## config.mk

```make
export PLATFORM = sky130hd
export DESIGN_NAME = stimulus_pattern_generator
export DESIGN_NICKNAME = d
export VERILOG_FILES = /design/src/design/spg_pkg.sv /design/src/design/spg_datapath.sv /design/src/design/spg_controller.sv /design/src/design/stimulus_pattern_generator.sv
export VERILOG_INCLUDE_DIRS = /design/src /design/src/design
export SDC_FILE = /design/constraint.sdc
export NUM_CORES = 2
export LEC_CHECK = 0
export ABC_AREA = 0
export BUFFER_PORTS_ARGS = -buffer_cell sky130_fd_sc_hd__buf_4
export CAP_MARGIN = 10
export CORE_MARGIN = 1
export CORE_UTILIZATION = 55
export DETAILED_ROUTE_END_ITERATION = 10
export PLACE_DENSITY = 0.71
export REMOVE_ABC_BUFFERS = 1
export SLEW_MARGIN = 20
export SYNTH_ARGS = -nofsm -noshare
export SYNTH_HDL_FRONTEND = slang
export SYNTH_SLANG_ARGS = --single-unit
```

## constraint.sdc

```tcl
create_clock -name clock -period 11.2 [get_ports clock]
set_input_delay 2.24 -clock clock [delete_from_list [all_inputs] [get_ports clock]]
set_output_delay 2.24 -clock clock [all_outputs]
set_load 0.02 [all_outputs]
```

## src/design/stimulus_pattern_generator_assert.svh

```systemverilog
// assertion macros for the stimulus pattern generator
`ifndef STIMULUS_PATTERN_GENERATOR_ASSERT_SVH
`define STIMULUS_PATTERN_GENERATOR_ASSERT_SVH

`ifndef NO_ASSERTIONS
`define SPG_ASSERT(label, prop, msg) \
   label: assert property (@(posedge clock) disable iff (reset) prop) else $error(msg);
`define SPG_ASSERT_RST(label, prop, msg) \
   label: assert property (@(posedge clock) prop) else $error(msg);
`else
`define SPG_ASSERT(label, prop, msg)
`define SPG_ASSERT_RST(label, prop, msg)
`endif

`endif

```

## src/design/spg_pkg.sv

```systemverilog
// shared types and constants of the stimulus pattern generator
package spg_pkg;

   localparam int unsigned VALUE_W   = 32;
   localparam int unsigned TIME_W    = 32;
   localparam int unsigned MULT_W    = 31;
   localparam int unsigned DUR_W     = 24;
   localparam int unsigned PERIOD_W  = DUR_W + 1;
   localparam int unsigned DIVISOR_W = VALUE_W + 1;
   localparam int unsigned RANGE_W   = VALUE_W + 2;
   localparam int unsigned PROD_W    = 2 * TIME_W;
   localparam int unsigned ITER_W    = $clog2(PROD_W);
   localparam int unsigned CSR_ADDR_W = 3;
   localparam int unsigned CSR_DATA_W = 32;
   localparam int unsigned REQ_DATA_W = 8;
   localparam int unsigned RSP_DATA_W = VALUE_W + TIME_W;

   typedef enum logic [2:0] {
      MODE_CONSTANT  = 3'd0,
      MODE_PULSE     = 3'd1,
      MODE_RANDOM    = 3'd2,
      MODE_INCREMENT = 3'd3,
      MODE_PATTERN   = 3'd4
   } mode_type;

   typedef enum logic [CSR_ADDR_W-1:0] {
      REG_MODE       = 3'd0,
      REG_BASE       = 3'd1,
      REG_ALT        = 3'd2,
      REG_STEP       = 3'd3,
      REG_MULTIPLIER = 3'd4,
      REG_HIGH_TIME  = 3'd5,
      REG_LOW_TIME   = 3'd6
   } reg_index_type;

   typedef enum logic [2:0] {
      ST_IDLE,
      ST_MULT,
      ST_PREP,
      ST_DIVIDE,
      ST_FINISH
   } state_type;

   typedef struct packed {
      logic accept;
      logic mul_en;
      logic div_init;
      logic div_step;
      logic out_load;
   } cmd_type;

   typedef struct packed {
      logic need_div;
      logic div_last;
   } status_type;

endpackage

```

## src/design/spg_datapath.sv

```systemverilog
// datapath: config registers, tick counter, multiplier, remainder unit, output word
module spg_datapath (
   input  logic                           clock,
   input  logic                           reset,
   input  logic                           csr_we,
   input  logic [spg_pkg::CSR_ADDR_W-1:0] csr_addr,
   input  logic [spg_pkg::CSR_DATA_W-1:0] csr_wdata,
   input  logic [spg_pkg::REQ_DATA_W-1:0] req_tdata,   // restart, zero fill
   output logic [spg_pkg::RSP_DATA_W-1:0] rsp_tdata,   // sample_value, sample_time
   input  spg_pkg::cmd_type               cmd,
   output spg_pkg::status_type            status
);
   import spg_pkg::*;

   logic [2:0]          mode_ff;
   logic [VALUE_W-1:0]  base_ff;
   logic [VALUE_W-1:0]  alt_ff;
   logic [VALUE_W-1:0]  step_ff;
   logic [MULT_W-1:0]   mult_ff;
   logic [DUR_W-1:0]    high_ff;
   logic [DUR_W-1:0]    low_ff;

   logic [TIME_W-1:0]   tick_ff, tick_in;
   logic [TIME_W-1:0]   t_ff, t_in;
   logic [PROD_W-1:0]   prod_ff;
   logic [PROD_W-1:0]   dvd_ff, dvd_in;
   logic [DIVISOR_W-1:0] div_ff, div_in;
   logic [DIVISOR_W-1:0] rem_ff, rem_in;
   logic [ITER_W-1:0]   cnt_ff, cnt_in;
   logic [VALUE_W-1:0]  value_ff, value_in;
   logic [TIME_W-1:0]   time_ff;

   logic [PERIOD_W-1:0]  period;
   logic [RANGE_W-1:0]   range;
   logic                 range_ok;
   logic                 step_ok;
   logic [TIME_W-1:0]    mul_b;
   logic [DIVISOR_W:0]   shifted;
   logic [DIVISOR_W:0]   diff;

   // config registers
   always_ff @(posedge clock) begin
      if (reset) begin
         mode_ff <= MODE_CONSTANT;
         base_ff <= '0;
         alt_ff  <= '0;
         step_ff <= VALUE_W'(1);
         mult_ff <= MULT_W'(1);
         high_ff <= DUR_W'(1);
         low_ff  <= DUR_W'(1);
      end else if (csr_we) begin
         unique case (csr_addr)
            REG_MODE:       mode_ff <= csr_wdata[2:0];
            REG_BASE:       base_ff <= csr_wdata[VALUE_W-1:0];
            REG_ALT:        alt_ff  <= csr_wdata[VALUE_W-1:0];
            REG_STEP:       step_ff <= csr_wdata[VALUE_W-1:0];
            REG_MULTIPLIER: mult_ff <= csr_wdata[MULT_W-1:0];
            REG_HIGH_TIME:  high_ff <= csr_wdata[DUR_W-1:0];
            REG_LOW_TIME:   low_ff  <= csr_wdata[DUR_W-1:0];
            default: ;
         endcase
      end
   end

   assign period   = {1'b0, high_ff} + {1'b0, low_ff};
   assign range    = {{2{alt_ff[VALUE_W-1]}}, alt_ff} - {{2{base_ff[VALUE_W-1]}}, base_ff}
                     + RANGE_W'(1);
   assign range_ok = !range[RANGE_W-1] && (range != '0);
   assign step_ok  = !step_ff[VALUE_W-1] && (step_ff != '0);

   assign status.need_div = (mode_ff == MODE_PULSE) || (mode_ff == MODE_RANDOM)
                            || (mode_ff == MODE_PATTERN);
   assign status.div_last = (cnt_ff == {ITER_W{1'b1}});

   // tick counter
   assign t_in    = req_tdata[0] ? '0 : tick_ff;
   assign tick_in = t_in + TIME_W'(1);

   always_ff @(posedge clock) begin
      if (reset) begin
         tick_ff <= '0;
      end else if (cmd.accept) begin
         tick_ff <= tick_in;
      end
   end

   always_ff @(posedge clock) begin
      if (cmd.accept) begin
         t_ff <= t_in;
      end
   end

   // one shared multiplier, registered
   assign mul_b = (mode_ff == MODE_RANDOM) ? {{(TIME_W-MULT_W){1'b0}}, mult_ff} : step_ff;

   always_ff @(posedge clock) begin
      if (cmd.mul_en) begin
         prod_ff <= PROD_W'(t_ff) * PROD_W'(mul_b);
      end
   end

   // restoring remainder, one dividend bit per cycle
   assign shifted = {rem_ff, dvd_ff[PROD_W-1]};
   assign diff    = shifted - {1'b0, div_ff};

   always_comb begin
      dvd_in = dvd_ff;
      div_in = div_ff;
      rem_in = rem_ff;
      cnt_in = cnt_ff;
      if (cmd.div_init) begin
         dvd_in = (mode_ff == MODE_RANDOM) ? prod_ff : {{(PROD_W-TIME_W){1'b0}}, t_ff};
         unique case (mode_ff)
            MODE_PULSE:  div_in = {{(DIVISOR_W-PERIOD_W){1'b0}}, period};
            MODE_RANDOM: div_in = range[DIVISOR_W-1:0];
            default:     div_in = {1'b0, step_ff};
         endcase
         rem_in = '0;
         cnt_in = '0;
      end else if (cmd.div_step) begin
         dvd_in = {dvd_ff[PROD_W-2:0], 1'b0};
         rem_in = diff[DIVISOR_W] ? shifted[DIVISOR_W-1:0] : diff[DIVISOR_W-1:0];
         cnt_in = cnt_ff + ITER_W'(1);
      end
   end

   always_ff @(posedge clock) begin
      dvd_ff <= dvd_in;
      div_ff <= div_in;
      rem_ff <= rem_in;
      cnt_ff <= cnt_in;
   end

   // sample select
   always_comb begin
      unique case (mode_ff)
         MODE_CONSTANT:  value_in = base_ff;
         MODE_PULSE:     value_in = (period != '0 && rem_ff < {{(DIVISOR_W-DUR_W){1'b0}}, high_ff})
                                    ? base_ff : alt_ff;
         MODE_RANDOM:    value_in = range_ok ? base_ff + rem_ff[VALUE_W-1:0] : base_ff;
         MODE_INCREMENT: value_in = base_ff + prod_ff[VALUE_W-1:0];
         MODE_PATTERN:   value_in = step_ok ? rem_ff[VALUE_W-1:0] : '0;
         default:        value_in = '0;
      endcase
   end

   always_ff @(posedge clock) begin
      if (cmd.out_load) begin
         value_ff <= value_in;
         time_ff  <= t_ff;
      end
   end

   assign rsp_tdata = {time_ff, value_ff};

endmodule

```

## src/design/spg_controller.sv

```systemverilog
// controller: sequencing state machine and output word valid
`include "stimulus_pattern_generator_assert.svh"
module spg_controller (
   input  logic                clock,
   input  logic                reset,
   input  logic                req_tvalid,
   output logic                req_tready,
   output logic                rsp_tvalid,
   input  logic                rsp_tready,
   input  spg_pkg::status_type status,
   output spg_pkg::cmd_type    cmd
);
   import spg_pkg::*;

   state_type state_ff, state_in;
   logic      rsp_valid_ff, rsp_valid_in;
   logic      slot_free;

   assign slot_free  = !rsp_valid_ff || rsp_tready;
   assign req_tready = (state_ff == ST_IDLE);
   assign rsp_tvalid = rsp_valid_ff;

   always_ff @(posedge clock) begin
      if (reset) begin
         state_ff     <= ST_IDLE;
         rsp_valid_ff <= 1'b0;
      end else begin
         state_ff     <= state_in;
         rsp_valid_ff <= rsp_valid_in;
      end
   end

   always_comb begin
      state_in = state_ff;
      cmd      = '0;
      unique case (state_ff)
         ST_IDLE: begin
            if (req_tvalid) begin
               cmd.accept = 1'b1;
               state_in   = ST_MULT;
            end
         end
         ST_MULT: begin
            cmd.mul_en = 1'b1;
            state_in   = status.need_div ? ST_PREP : ST_FINISH;
         end
         ST_PREP: begin
            cmd.div_init = 1'b1;
            state_in     = ST_DIVIDE;
         end
         ST_DIVIDE: begin
            cmd.div_step = 1'b1;
            if (status.div_last) begin
               state_in = ST_FINISH;
            end
         end
         ST_FINISH: begin
            if (slot_free) begin
               cmd.out_load = 1'b1;
               state_in     = ST_IDLE;
            end
         end
         default: state_in = ST_IDLE;
      endcase
   end

   always_comb begin
      priority if (cmd.out_load) begin
         rsp_valid_in = 1'b1;
      end else if (rsp_tready) begin
         rsp_valid_in = 1'b0;
      end else begin
         rsp_valid_in = rsp_valid_ff;
      end
   end

   `SPG_ASSERT(a_one_word_in_flight, req_tvalid && req_tready |=> !req_tready, "second word accepted while busy")
   `SPG_ASSERT(a_no_overwrite, cmd.out_load |-> !rsp_valid_ff || rsp_tready, "pending result overwritten")
   `SPG_ASSERT(a_divide_ends, state_ff == ST_DIVIDE && status.div_last |=> state_ff == ST_FINISH, "remainder pass overran")
   `SPG_ASSERT_RST(a_reset_clears, $past(reset) && !reset |-> !rsp_tvalid && req_tready, "not idle after reset")

endmodule

```

## src/design/stimulus_pattern_generator.sv

```systemverilog
// top level of the stimulus pattern generator
//
// each req word is one time tick; req_tdata[0] is restart, which sets the
// tick count to zero before the tick is evaluated. each tick gives one rsp
// word: sample_value in rsp_tdata[31:0], sample_time in rsp_tdata[63:32].
// the user must write registers through csr_we / csr_addr / csr_wdata only
// while idle; the block itself does not enforce this. from accept to rsp_tvalid,
// constant and increment modes pass one registered 32x32 multiply; pulse,
// random and pattern modes add the 64-step restoring remainder unit, one bit
// per cycle. one tick is in work at a time: the next word is taken in the
// cycle after the result is loaded into the output register.
// reset clears the tick count, loads register defaults (step, multiplier,
// high and low time 1, others 0) and empties the output register.
// when rsp_tready is low the result word holds in the output register;
// a finished tick then waits for the slot and input stays stalled.
module stimulus_pattern_generator (
   input  logic                           clock,
   input  logic                           reset,
   input  logic                           req_tvalid,
   output logic                           req_tready,
   input  logic [spg_pkg::REQ_DATA_W-1:0] req_tdata,   // restart, zero fill
   output logic                           rsp_tvalid,
   input  logic                           rsp_tready,
   output logic [spg_pkg::RSP_DATA_W-1:0] rsp_tdata,   // sample_value, sample_time
   input  logic                           csr_we,
   input  logic [spg_pkg::CSR_ADDR_W-1:0] csr_addr,
   input  logic [spg_pkg::CSR_DATA_W-1:0] csr_wdata
);
   import spg_pkg::*;

   cmd_type    cmd;
   status_type status;

   spg_controller u_ctrl (
      .clock      (clock),
      .reset      (reset),
      .req_tvalid (req_tvalid),
      .req_tready (req_tready),
      .rsp_tvalid (rsp_tvalid),
      .rsp_tready (rsp_tready),
      .status     (status),
      .cmd        (cmd)
   );

   spg_datapath u_dp (
      .clock     (clock),
      .reset     (reset),
      .csr_we    (csr_we),
      .csr_addr  (csr_addr),
      .csr_wdata (csr_wdata),
      .req_tdata (req_tdata),
      .rsp_tdata (rsp_tdata),
      .cmd       (cmd),
      .status    (status)
   );

endmodule
```

* Word level (Yosys, flattened, before mapping)
Cells that the tools add are included.
** Storage, ports and cells
- Bits in writable memories :: 0
- Input port bits :: 48
- Flip-flop bits (word level) :: 510
- Memory bits (read-only) :: 0
- Memories :: 0
- Latch bits :: 0
- Logic and storage cells :: 96
** Cells by class
- Add/subtract/negate cells :: 8
- Div/mod/pow operators :: 0
- Bitwise gates (word level) :: 0
- Eq/ne operators :: 18
- $mul :: 1
- Shifts and indexed selects :: 0
- Muxes and demuxes :: 25
- Reduce and logical (&&, ||, !) cells :: 25
- Magnitude comparators :: 1
** Operator list (count)
- $mux W64 :: 3
- $mux W32 :: 5
- $pmux W32 S5 :: 1
- $pmux W33 S2 :: 1
- $add A32 B32 Y32 :: 2
- $mul A32 B32 Y64 :: 1
- $add A34 B1 Y34 const B :: 1
- $reduce_bool A34 Y1 :: 1
- $sub A34 B33 Y34 :: 1
- $lt A33 B24 Y1 :: 1
- $mux W33 :: 1
- $sub A32 B32 Y33 :: 1
- $add A32 B1 Y32 const B :: 1
- $reduce_bool A32 Y1 :: 1
- $add A24 B24 Y25 :: 1
- $reduce_bool A25 Y1 :: 1
- $eq A3 B2 Y1 const B :: 6
- $eq A3 B3 Y1 const B :: 5
- $pmux W3 S5 :: 1
- $reduce_and A2 Y1 :: 7
- $mux W3 :: 4
- $eq A3 B1 Y1 const B :: 3
- $logic_not A3 Y1 :: 3
- $mux W1 :: 9
- other kinds (9) :: 17

* Logic depth before layout (Yosys ltp)
- Depth after elaboration :: 6
- Mapped depth :: 40

* Hierarchy
Synthesis repeated with hierarchy kept, for this count alone.
** Second synthesis, totals
- Cell total of the unflattened synthesis :: 6932
- Area total of the unflattened synthesis :: 62552.5 um^2
** Modules (own cells, without submodules)
- spg_datapath :: times used 1, area an instance 62344.8 um^2, cells an instance 6905
- spg_controller :: times used 1, area an instance 207.7 um^2, cells an instance 27

* Worst setup path before layout
Ideal clock, no wire load.
- Path type :: register to register
- Start point :: register u_dp.mode_ff[2]
- End point :: register u_dp.prod_ff[63], data pin
- Slack :: 2084 ps
- Stages on the path, launching flop included :: 37
- Buffers on the path :: 4
- Library setup time :: 266 ps
- Arrival :: 8850 ps
- Cell sequence :: dfxtp_1 -> clkbuf_1 -> nor2_1 -> and2_1 -> clkbuf_1 -> clkbuf_1 -> nand2_1 -> nand2_1 -> clkbuf_1 -> and2_1 -> fa_1 -> fa_1 -> fa_1 -> inv_1 -> fa_1 -> inv_1 -> fa_1 -> ha_1 -> fa_1 -> inv_1 -> fa_1 -> inv_1 -> ha_1 -> a21oi_1 -> nand2_1 -> a2111oi_1 -> o31ai_1 -> a2111oi_1 -> o31ai_1 -> a22oi_2 -> a311oi_1 -> o31ai_1 -> nand2b_1 -> a21oi_1 -> nor3_1 -> o41ai_1 -> xnor2_1
** On the way
- Cells in the longest elaborated chain, start to end :: 3
** RTL lines
- from (decl) :: RTL line spg_datapath.sv:15 : logic [2:0] mode_ff;
- from (signal assigned) :: RTL line spg_datapath.sv:53 : REG_MODE: mode_ff <= csr_wdata[2:0];
- $eq A3 B2 Y1 :: RTL line spg_datapath.sv:94 : assign mul_b = (mode_ff == MODE_RANDOM) ? {{(TIME_W-MULT_W){1'b0}}, mult_ff} : step_ff;
- $mux W32 :: RTL line spg_datapath.sv:94
- $mul A32 B32 Y64 :: RTL line spg_datapath.sv:98 : prod_ff <= PROD_W'(t_ff) * PROD_W'(mul_b);
- to (signal assigned) :: RTL line spg_datapath.sv:98
- to (decl) :: RTL line spg_datapath.sv:25 : logic [PROD_W-1:0] prod_ff;
No other way between the ends.
A chain may end at the register's enable or synchronous reset.

* Worst setup path in the final report
Same ends and word-level chain as after synthesis.

==> metrics.md <==
| Metric | Value |
|---|---|
| Die ar. | `115000 um2` |
| RSZ-0062 raised after global routing | `no` |
| Async set-or-reset flop fraction in the synthesized netlist | `0` |
| Post-synthesis compound-gate area fraction | `0.108` |
| Top cells by area, synth | `fa_1, edfxtp_1, ha_1` |
| Clock share of power | `0.361` |
| TritonCTS clock tree | `built` |
| P_leak | `30.5 nW` |
| Clock-pin slew on the worst setup and hold paths | `0.06 ns` |
| Critical-path top delay cell | `o31ai_1` |
| DP Cell Count | `8310` |
| DIE HEIGHT | `339 um` |
| RePlAce Congestion | `0.996` |
| Internal power | `3.94 mW` |
| Final Hold Viols | `0` |
| Mean Syn Cell Area | `9.02 um2` |
| Netlist cell types | `103` |
| Fillers | `9897` |
| Vias in the first global route | `51100` |
| DR vias/cell | `5.80` |
| R2r startpoint | `u_dp.mode_ff[2]` |
| Simple-gate area share of the yosys netlist | `0.188` |
| Gr ovfl total | `0` |
| Post-synthesis cell area | `62600 um2` |
| # rows | `123` |
| Area share of the largest cell type after synthesis | `0.288` |
| WL met3 | `13.3 mm` |
| CP max stage delay | `0.73 ns` |
| FMAX | `93.4 MHz` |
| Share of post-route cells with drive strength above 1 | `0.0613` |
| Min Tclk post-route | `10.71 ns` |
| Top delay family on crit path | `adder cells` |
| Flops & latches, synth | `510` |
| Post-Route Skew | `0.0455 ns` |
| I/O pins | `114` |
| Slew @ Worst Pin | `1.20 ns` |
| FF+latch area | `12800 um2` |
| Maxcap violations | `0` |
| Die width | `339 um` |
| Switch share | `0.344` |
| Critical path peak fanout | `22` |
| CTS Hold Bufs | `0` |
| Critical path depth | `34` |
| Buffers plus inverters on the worst setup path | `6` |
| Combinational family with the most area after synthesis | `adder cells` |
| Initial antenna violation count | `5` |
| Final core occ | `0.596` |
| Cell count of the worst reg-to-reg path | `34` |
| Logic gate share of total power | `0.278` |
| Total Power | `6.01 mW` |
| Core area | `113000 um2` |
| Max IR drop VDD | `0.000115 V` |
| Largest net degree at the start of global routing | `84` |
| Wire length per cell | `21.4 um` |
| Cell accounting for the most synthesized area | `fa_1` |
| Crit. Startpoint | `u_dp.mode_ff[2]` |
| Cell repeated most along the worst path | `fa_1` |
| Antenna-violating nets left | `0` |
| Max-slew violation count | `0` |
| Synth-to-Final Area Change | `7.23%` |
| Critical path endpoint category | `register` |
| Psw | `2.07 mW` |
| Number of nets in the layout | `8268` |
| Reg2Reg Setup Slack | `0.49 ns` |
| DR DRC count | `0` |
| Pwr dens | `89.6 nW/um2` |
| DRT Wirelength | `180 mm` |
| Startpoint Class | `register` |
| Clk_lat worst skew | `0.67 ns` |
| Initial core utilization | `0.555` |
| First-pass GRT wire length | `286 mm` |
| Min-delay src | `u_dp.mult_ff[11]` |
| Met2 wire length | `87.1 mm` |
| CTS max path bufs | `3` |
| Fin Setup TNS | `0 ns` |
| H-tree levels | `3` |
| Post-synth EDFFs | `257` |
| 1st-iter DRT viols | `3513` |
| Final setup violation count | `0` |
| Via count | `49000` |
| Mux cell area share after synthesis | `0.00674` |
| TritonRoute pass-1 iters | `8` |
| CP endpoint | `u_dp.prod_ff[63]` |
| TritonCTS buffer count | `67` |
| Status | `finished, final reports clean` |
| Synth Warn # | `0` |
| Prevailing post-synth register cell | `edfxtp_1` |
| Worst slew margin | `0.201` |
| Xor/xnor cell area share of the yosys netlist | `0.0339` |
| Hold depth | `2` |
| R2R Path End | `u_dp.prod_ff[63]` |
| Total GRT Usage | `0.318` |
| TritonCTS Sinks | `510` |
| Clk root buf | `clkbuf_16` |
| Min-delay worst type | `reg -> reg` |
| Cells after Synth | `6935` |
| Final Non-Filler Cells | `8441` |
| Seq/Total Area, Yosys | `0.204` |
| Metal1 wirelength | `72.3 mm` |
| Sequential Power Share | `0.361` |
| Uppermost layer routed | `met4` |
| Dpl hpwl | `141 mm` |
| Tcrit/Tclk final | `0.956` |
| Critical setup path kind | `reg -> reg` |
| Footprint of the multi-input gates | `44700 um2` |
| Worst EP arrival | `11.08 ns` |
| Adder-cell share of the synthesized area | `0.376` |
| Crit path required time | `11.57 ns` |
| IO buf count | `106` |
## routing by layer
layer	vias up	GRT usage
li1	22200	-
met1	24400	0.404
met2	1905	0.539
met3	445	0.0520
met4	0	0.130
met5	-	0
## power by group through the flow
| stage | logic [mW] | registers [mW] | clock network (mW) |
|---|---|---|---|
| 2_1_floorplan | 1.14 | 2.17 | 0 |
| 3_5_place_dp | 1.64 | 2.20 | 0 |
| 3_3_place_gp | 1.61 | 2.20 | 0 |
| 4_1_cts | 1.66 | 2.16 | 2.21 |
| 5_1_grt | 1.84 | 2.17 | 2.26 |
| 6_report | 1.67 | 2.17 | 2.17 |
## worst min path at each step
stage	end
floorplan	u_dp.mult_ff[14]
global placement	u_dp.mult_ff[22]
detailed placement	u_dp.mult_ff[6]
CTS	u_dp.mult_ff[6]
global route	u_dp.mult_ff[22]
finish	u_dp.mult_ff[11]
## cell usage in the layout (no fill, tap or decap), types with 14 or more instances in the layout
| cell type | instances |
|---|---|
| fa_1 | 901 |
| o21a_1 | 36 |
| nor2b_1 | 119 |
| a222oi_1 | 26 |
| xnor2_1 | 146 |
| a22oi_1 | 14 |
| nand3_1 | 72 |
| edfxtp_1 | 257 |
| nor4_1 | 26 |
| nand4_1 | 33 |
| o221ai_1 | 21 |
| and2_1 | 530 |
| clkbuf_1 | 15 |
| buf_4 | 217 |
| nor3_1 | 43 |
| o211ai_1 | 20 |
| ha_1 | 440 |
| a22o_1 | 39 |
| inv_1 | 1017 |
| a21oi_1 | 360 |
| and3_1 | 65 |
| a31oi_1 | 56 |
| a21o_1 | 77 |
| a211oi_1 | 33 |
| dfxtp_1 | 253 |
| clkbuf_16 | 70 |
| xor2_1 | 88 |
| nor2_1 | 239 |
| nand2b_1 | 52 |
| mux2i_1 | 39 |
| o21ai_0 | 158 |
| o21bai_1 | 25 |
| o221ai_2 | 20 |
| or2_2 | 14 |
| nand2_1 | 1136 |
## cells by family after synthesis
kind of cell	after synthesis
and+or+nand+nor	2425
buffers and inverters	1364
adders and majority gates	1341
AOI/OAI and AO/OA	1015
DFF	510
xor gates and xnor gates	238
muxes	42
## cell type report
cell class	instances	area share
Sequential cell	510	0.191
Tap cell	1500	0.0280
Inverter	1020	0.0571
Clock inverter	31	0.00379
Timing Repair Buffer	219	0.0247
Antenna cell	7	0.000261
Clock buffer	93	0.0286
Multi-Input combinational cell	5061	0.667
## synthesized netlist by cell type (20+ instances only)
cell type	instances
a222oi_1	26
nand4_1	33
o21bai_1	25
o21a_1	36
and2_1	530
o221ai_1	21
dfxtp_1	253
and3_1	66
a31oi_1	56
nand3_1	74
a21oi_1	360
nor2b_1	120
a21o_1	77
nor3_1	44
nand2b_1	52
ha_1	440
inv_1	1018
o211ai_1	20
clkbuf_1	334
nor2_1	245
mux2i_1	41
fa_1	901
nand2_1	1145
xor2_1	88
xnor2_1	147
o221ai_2	20
edfxtp_1	257
nor4_1	26
a211oi_1	33
a22o_1	39
o21ai_0	158
## worst register-to-register path: cells and delay by family, from the launching register on
kind            cells  cell delay, ns
flops               1            0.50
fa+ha+maj           9            4.41
buf+inv             6            0.56
compound gates      9            2.26
xor+xnor            1            0.13
simple gates        9            2.60
## flip-flops by register name (all words and copies together), names as in the netlist
| signal | flops |
|---|---|
| u_dp.value_ff | 32 |
| u_ctrl.state_ff | 3 |
| u_dp.prod_ff | 64 |
| u_dp.mult_ff | 31 |
| u_dp.base_ff | 32 |
| u_dp.rem_ff | 33 |
| u_ctrl.rsp_tvalid | 1 |
| u_dp.alt_ff | 32 |
| u_dp.high_ff | 24 |
| u_dp.dvd_ff | 64 |
| u_dp.t_ff | 32 |
| u_dp.mode_ff | 3 |
| u_dp.low_ff | 24 |
| u_dp.cnt_ff | 6 |
| u_dp.div_ff | 33 |
| u_dp.tick_ff | 32 |
| u_dp.step_ff | 32 |
| u_dp.time_ff | 32 |
## stage by stage
| stage | hold slack [ns] | worst slack (ns) | instance area [um2] |
|---|---|---|---|
| 4_1_cts | 0.454 | 0.265 | 67000 |
| 3_3_place_gp | 0.442 | 0.491 | 64900 |
| 3_5_place_dp | 0.447 | 0.327 | 64900 |
| 2_1_floorplan | 0.430 | 0.668 | 61200 |
| 5_1_grt | 0.476 | 0.00358 | 67100 |
| 6_report | 0.456 | 0.488 | 67100 |
## timing repair
action | 4_1_cts | 5_1_grt
endpoints found under the setup margin | 0 | 4
gates resized for setup | 0 | 5
setup buffers | 0 | 0
No activity file was read; power rests on OpenSTA's default activity.
